--- src/hdl/flow_table_new_flow_detect_top_defines.svh ---
// Assertion macros shared by the flow table design.
`ifndef FLOW_TABLE_NEW_FLOW_DETECT_TOP_DEFINES_SVH
`define FLOW_TABLE_NEW_FLOW_DETECT_TOP_DEFINES_SVH

// Same-cycle implication, sampled on aclk and disabled while aresetn is low.
`define FTD_ASSERT_NOW(label, ante, cons, msg) \
    label: assert property (@(posedge aclk) disable iff (!aresetn) (ante) |-> (cons)) \
        else $error(msg);

// Next-cycle implication, sampled on aclk and disabled while aresetn is low.
`define FTD_ASSERT_NEXT(label, ante, cons, msg) \
    label: assert property (@(posedge aclk) disable iff (!aresetn) (ante) |=> (cons)) \
        else $error(msg);

`endif

--- src/hdl/ftd_pkg.sv ---
// Types, constants and helpers shared by the flow table modules.
`timescale 1ns / 1ps
package ftd_pkg;

    localparam int SLOT_W = 8;
    localparam int CNT_W = 9;
    localparam logic [7:0] TCP_PROTO = 8'd6;
    localparam logic [CNT_W-1:0] COUNT_MAX = 9'd511;

    typedef struct packed {
        logic [7:0]  proto_num;
        logic [15:0] dst_port;
        logic [15:0] src_port;
        logic [31:0] dst_addr;
        logic [31:0] src_addr;
    } key_t;

    typedef struct packed {
        logic              valid;
        logic              found;
        logic              is_new;
        logic [SLOT_W-1:0] slot;
        key_t              key;
    } cell_bus_t;

    function automatic logic [CNT_W-1:0] sat_inc(input logic [CNT_W-1:0] v);
        return (v == COUNT_MAX) ? v : v + 1'b1;
    endfunction

endpackage

--- src/hdl/ftd_cell.sv ---
// One table slot: stores a flow key, matches or claims it for the passing transaction.
`timescale 1ns / 1ps
module ftd_cell
    import ftd_pkg::*;
#(
    parameter int INDEX = 0
) (
    input  logic      aclk,
    input  logic      aresetn,
    input  logic      advance,
    input  cell_bus_t in_bus,
    output cell_bus_t out_bus
);

    localparam logic [SLOT_W-1:0] CELL_SLOT = SLOT_W'(INDEX);

    logic      entry_valid_reg;
    logic      entry_valid_next;
    key_t      entry_key_reg;
    cell_bus_t out_reg;
    cell_bus_t out_next;
    logic      hit;
    logic      claim;

    always_comb begin
        hit   = in_bus.valid && !in_bus.found && entry_valid_reg &&
                (entry_key_reg == in_bus.key);
        claim = in_bus.valid && !in_bus.found && !entry_valid_reg;
        out_next = in_bus;
        if (hit || claim) begin
            out_next.found = 1'b1;
            out_next.slot  = CELL_SLOT;
        end
        if (claim) begin
            out_next.is_new = 1'b1;
        end
        entry_valid_next = entry_valid_reg || (advance && claim);
    end

    always_ff @(posedge aclk) begin
        if (!aresetn) begin
            entry_valid_reg <= 1'b0;
            out_reg         <= '0;
        end else begin
            entry_valid_reg <= entry_valid_next;
            if (advance) begin
                out_reg <= out_next;
            end
        end
    end

    always_ff @(posedge aclk) begin
        if (advance && claim) begin
            entry_key_reg <= in_bus.key;
        end
    end

    assign out_bus = out_reg;

endmodule
--- config.mk ---
export PLATFORM = sky130hd
export DESIGN_NAME = ftd_cell
export DESIGN_NICKNAME = d
export VERILOG_FILES = /design/src/hdl/flow_table_new_flow_detect_top_defines.svh /design/src/hdl/ftd_pkg.sv /design/src/hdl/ftd_cell.sv
export SDC_FILE = /design/constraint.sdc
export NUM_CORES = 1
export LEC_CHECK = 0
export ABC_CLOCK_PERIOD_IN_PS = 4300
export BUFFER_PORTS_ARGS = -buffer_cell sky130_fd_sc_hd__buf_2
export CAP_MARGIN = 20
export CORE_ASPECT_RATIO = 1.25
export CORE_MARGIN = 2
export CORE_UTILIZATION = 52
export DETAILED_ROUTE_END_ITERATION = 7
export PLACE_DENSITY = 0.82
export SYNTH_ARGS = -nofsm -noshare
export SYNTH_HDL_FRONTEND = slang
export SYNTH_SLANG_ARGS = --single-unit
--- constraint.sdc ---
create_clock -name aclk -period 4.3 [get_ports aclk]
set_input_delay 0.215 -clock aclk [delete_from_list [all_inputs] [get_ports aclk]]
set_output_delay 0.215 -clock aclk [all_outputs]
set_load 0.01 [all_outputs]
# Yosys cells after proc, flatten, opt, wreduce, memory -nomap -nowiden
# Cells that the tools add are included.
# classes
n_addsub	0
mul	0
div_mod_pow	0
n_lt_le_gt_ge	0
n_eq_ne	1
shifts	0
mux	3
bitwise_logic	0
reduce_logical	9
# ops
op	count
104-bit == test	1
8-bit two-way mux	1
1-bit logical AND	5
1-bit zero test	2
1-bit logical OR	2
1-bit two-way mux	2
# word_totals
regBits	220
latch_bits	0
ram_bits	0
romBits	0
input_bits	118
out_inout_bits	115
elab_cells	28
memories	0

# Longest topological paths before layout
# logic_depth
ltp_word	6
mapped_depth	6
depth_no_buf	6

# Worst setup path before layout
# No wires, ideal clock.
# synth_timing
kind	input-to-reg
from	input port advance
to	register entry_key_reg[0] (netlist bit) (enable)
t_arrival_ns	3.337
t_required_ns	3.825
setup_slack_ns	0.487
path_stages	3
n_path_buf	2
path_cell_list	buf_2 > clkbuf_1 > and2_1
# synth_between
elab_chain_len	1
# synth_lines
item	line	text
from (decl)	ftd_cell.sv:10	input logic advance,
1-bit logical AND	ftd_cell.sv:53	if (advance && claim) begin
to (signal assigned)	ftd_cell.sv:54	entry_key_reg <= in_bus.key;
to (decl)	ftd_cell.sv:19	key_t entry_key_reg;
# No other way between the ends.
# A chain may end at the register's enable or synchronous reset.

# Final worst setup path
# layout_timing
from	input port in_bus[65] (netlist bit)
to	register out_reg, in the netlist out_bus[110]
# layout_between
elab_chain_len	4
# layout_lines
item	line	text
from (decl)	ftd_cell.sv:11	input cell_bus_t in_bus,
104-bit == test	ftd_cell.sv:27	(entry_key_reg == in_bus.key);
1-bit logical AND	ftd_cell.sv:26	hit = in_bus.valid && !in_bus.found && entry_valid_reg &&
1-bit logical OR	ftd_cell.sv:30	if (hit || claim) begin
8-bit two-way mux	ftd_cell.sv:30	
to (signal assigned)	ftd_cell.sv:47	out_reg <= out_next;
to (decl)	ftd_cell.sv:20	cell_bus_t out_reg;
# No other way between the ends.

==> reports/qor.yml <==
logic_synthesis:
  syn_inst: 656
  synth_commonest_cells: "nor2b_1, dfxtp_1, mux2i_1"
  synthArstFlopShare_pct: 0
  post-synth-top-area-fraction_pct: 35.8
  synth_edf_count: 104
  dominantRegCellSynth: "dfxtp_1"
  ys_types: 36
  yosysMostFrequentCell: "nor2b_1"
  syn_area_per_cell_sq_um: 13.3
  yosysSeqAreaShare_pct: 62.3
  synthTopCellsByArea: "edfxtp_1, dfxtp_1, mux2i_1"
  syn_nets: 774
  syn_area_sq_um: 8730
  synth-warning-count: 0
  ys_ff_latch: 220
  yosys.area.top_type: "edfxtp_1"
cells_and_area:
  post-route-cell-area_sq_um: 11800
  final_layout_size_suffix_gt1_share_pct: 27.8
  nets: 1110
  largest_register_ffs: 115
  syn_to_final_growth_pct: 35.7
  diodes: 0
global_routing:
  grt_pass1_vias: 6387
  grt_max_degree: 118
  antenna_found_initial: 0
  grt_usage_pct: 22.8
  grt-ovfl-total: 0
  grt_first_pass_wirelength_um: 32500
cts:
  numCtsBuffers: 21
  clk_pin_slew_ps: 60
  clock-sinks: 220
  postCtsSetupBuffers: 0
  clockBufferDepth: 3
  clk_latency_ps: 490
  cts_tree: "built"
  htree_levels: 1
  ctsRootBufferMaster: "clkbuf_16"
  post_cts_resized: 0
power:
  cellLeakagePower_nw: 5.12
  peakVddDrop_mv: 0.319
  power_density_nw_per_um2: 398
detailed_routing:
  first_pass_iters: 4
  antenna_left: 0
  totalWireLength_um: 21100
  viasPerCell: 5.02
  vias: 6157
  routedWlPerCell_um: 17.2
  initialDrtViolationCount: 321
  drc: 0
floorplanning:
  coreArea_sq_um: 16600
  die_h_um: 149
  initial_utilization_pct: 52.5
  rows: 53
  num_io_pins: 233
  die_w_um: 120
  dieArea_sq_um: 17900
sta:
  maxSlewViolCount: 0
  finalCritPeriodShare_pct: 58.5
  slew_headroom_pct: 33.7
  setup_viol: 0
  fin_crit_ps: 2520
  worstMarginPinSlew_ps: 994
  rsz0062_at_grt: "false"
  hold_viol: 0
  max_freq_mhz: 397
  finalClockSkew_ps: 8.77
  setup_tns_ps: 0
setup_path:
  cp-end-kind: "flip-flop"
  worst-setup-path-type: "in2reg"
  reg2reg_slack_ps: 1830
  critPathLaunchType: "input pin"
  slowest_stage: "nor4_1"
  cp_max_fo: 9
  crit_path_max_incr_delay_ps: 710
  cp.arrival_ps: 2900
  required_ps: 4680
  worstPathCellList: "dlygate4sd3_1, buf_2, xor2_1, nor4_1, nand4_1, nor4_2, nand4_2, a22o_1"
run_status:
  status: "finished, final reports clean"
placed_design:
  gp_congestion: 0.766
  placed_area_sq_um: 10100
  io_buffer_count: 232
  dp_hpwl_um: 13300
flow_run:
  cap_viol_max_count: 0
hold_path:
  hp-class: "in2reg"
[report_power, final]
group          internal (W)  switching [W]
Combinational      0.000265       0.000265
Sequential          0.00229      0.0000442
Clock               0.00109       0.000763
Total               0.00364        0.00107
[worst max-delay path: cells and delay by family]
kind | cells | cell delay [ps]
AOI/OAI and AO/OA | 1 | 330
xor gates and xnor gates | 1 | 160
buffers and inverters | 2 | 700
and+or+nand+nor | 4 | 1500
[cell usage in the layout, fill, tap and decap left out, drive strengths merged]
| cell | n |
|---|---|
| o22ai | 4 |
| o221ai | 1 |
| a22o | 8 |
| a221oi | 3 |
| nand4b | 1 |
| clkinv | 6 |
| o2111ai | 1 |
| nand2 | 11 |
| clkbuf | 31 |
| nor4b | 1 |
| buf | 235 |
| o21ai | 2 |
| bufinv | 1 |
| dlygate4sd3 | 105 |
| dfxtp | 116 |
| nor2b | 120 |
| inv | 12 |
| nor4 | 19 |
| a21oi | 2 |
| nand4 | 9 |
| o21a | 1 |
| mux2i | 105 |
| nor3b | 1 |
| nor2 | 11 |
| and2b | 1 |
| edfxtp | 104 |
| nand3 | 1 |
| a2111oi | 5 |
| and2 | 1 |
| nand2b | 6 |
| xor2 | 65 |
| xnor2 | 18 |
[final timing paths]
path	start	endpoint	cells after the start
setup / recovery	in_bus[65]	out_bus[110]$_SDFFE_PN0P_	8
setup reg to reg	entry_key_reg[65]$_DFFE_PP_	out_bus[110]$_SDFFE_PN0P_	6
hold / removal	in_bus[113]	out_bus[113]$_SDFFE_PN0P_	3
hold reg to reg	entry_valid_reg$_SDFF_PN0_	entry_valid_reg$_SDFF_PN0_	1
[stage by stage]
stage | total power, W | std cells | setup WS (ps) | hold slack (ps) | utilization (%)
final | 0.00471 | 1227 | 1780 | 36.0 | 71.2
after global routing | 0.00489 | 1227 | 1630 | 48.0 | 71.2
after CTS | 0.00475 | 1227 | 1690 | 24.6 | 71.2
after detailed placement | 0.00283 | 1084 | 1700 | 438 | 60.7
after global placement | 0.00281 | 1084 | 1730 | 437 | 60.7
after floorplan | 0.00262 | 656 | 487 | 314 | -
[logic make-up (layout without fill, tap and decap cells)]
group / Yosys count / in the layout / share of synthesized area [%]
multiplexers: 105 / 105 / 12.0
buffers and inverters: 39 / 390 / 1.75
XOR/XNOR: 83 / 83 / 8.32
AO/OA/AOI/OAI: 27 / 27 / 2.78
flip-flops: 220 / 220 / 62.3
AND/OR/NAND/NOR: 182 / 182 / 12.8
[layout make-up]
class,instances,area [sq um]
Clock buffer,31,634
Clock inverter,7,67.6
Fill cell,1113,4800
Inverter,12,45.0
Multi-Input combinational cell,397,3140
Sequential cell,220,5450
Tap cell,220,275
Timing Repair Buffer,340,2240
[per-layer routing]
metal,vias up,GRT usage [%],wire length (um)
met2,203,41.4,11100
li1,2970,-,-
met3,47,3.75,975
met5,-,0,0
met4,0,7.94,549
met1,2937,27.2,8570
[what timing repair did]
item | CTS | global route
hold buffers | 105 | 0
setup endpoints to repair | 0 | 0
hold endpoints to repair | 105 | 0
Power figures use the tool's default switching activity.
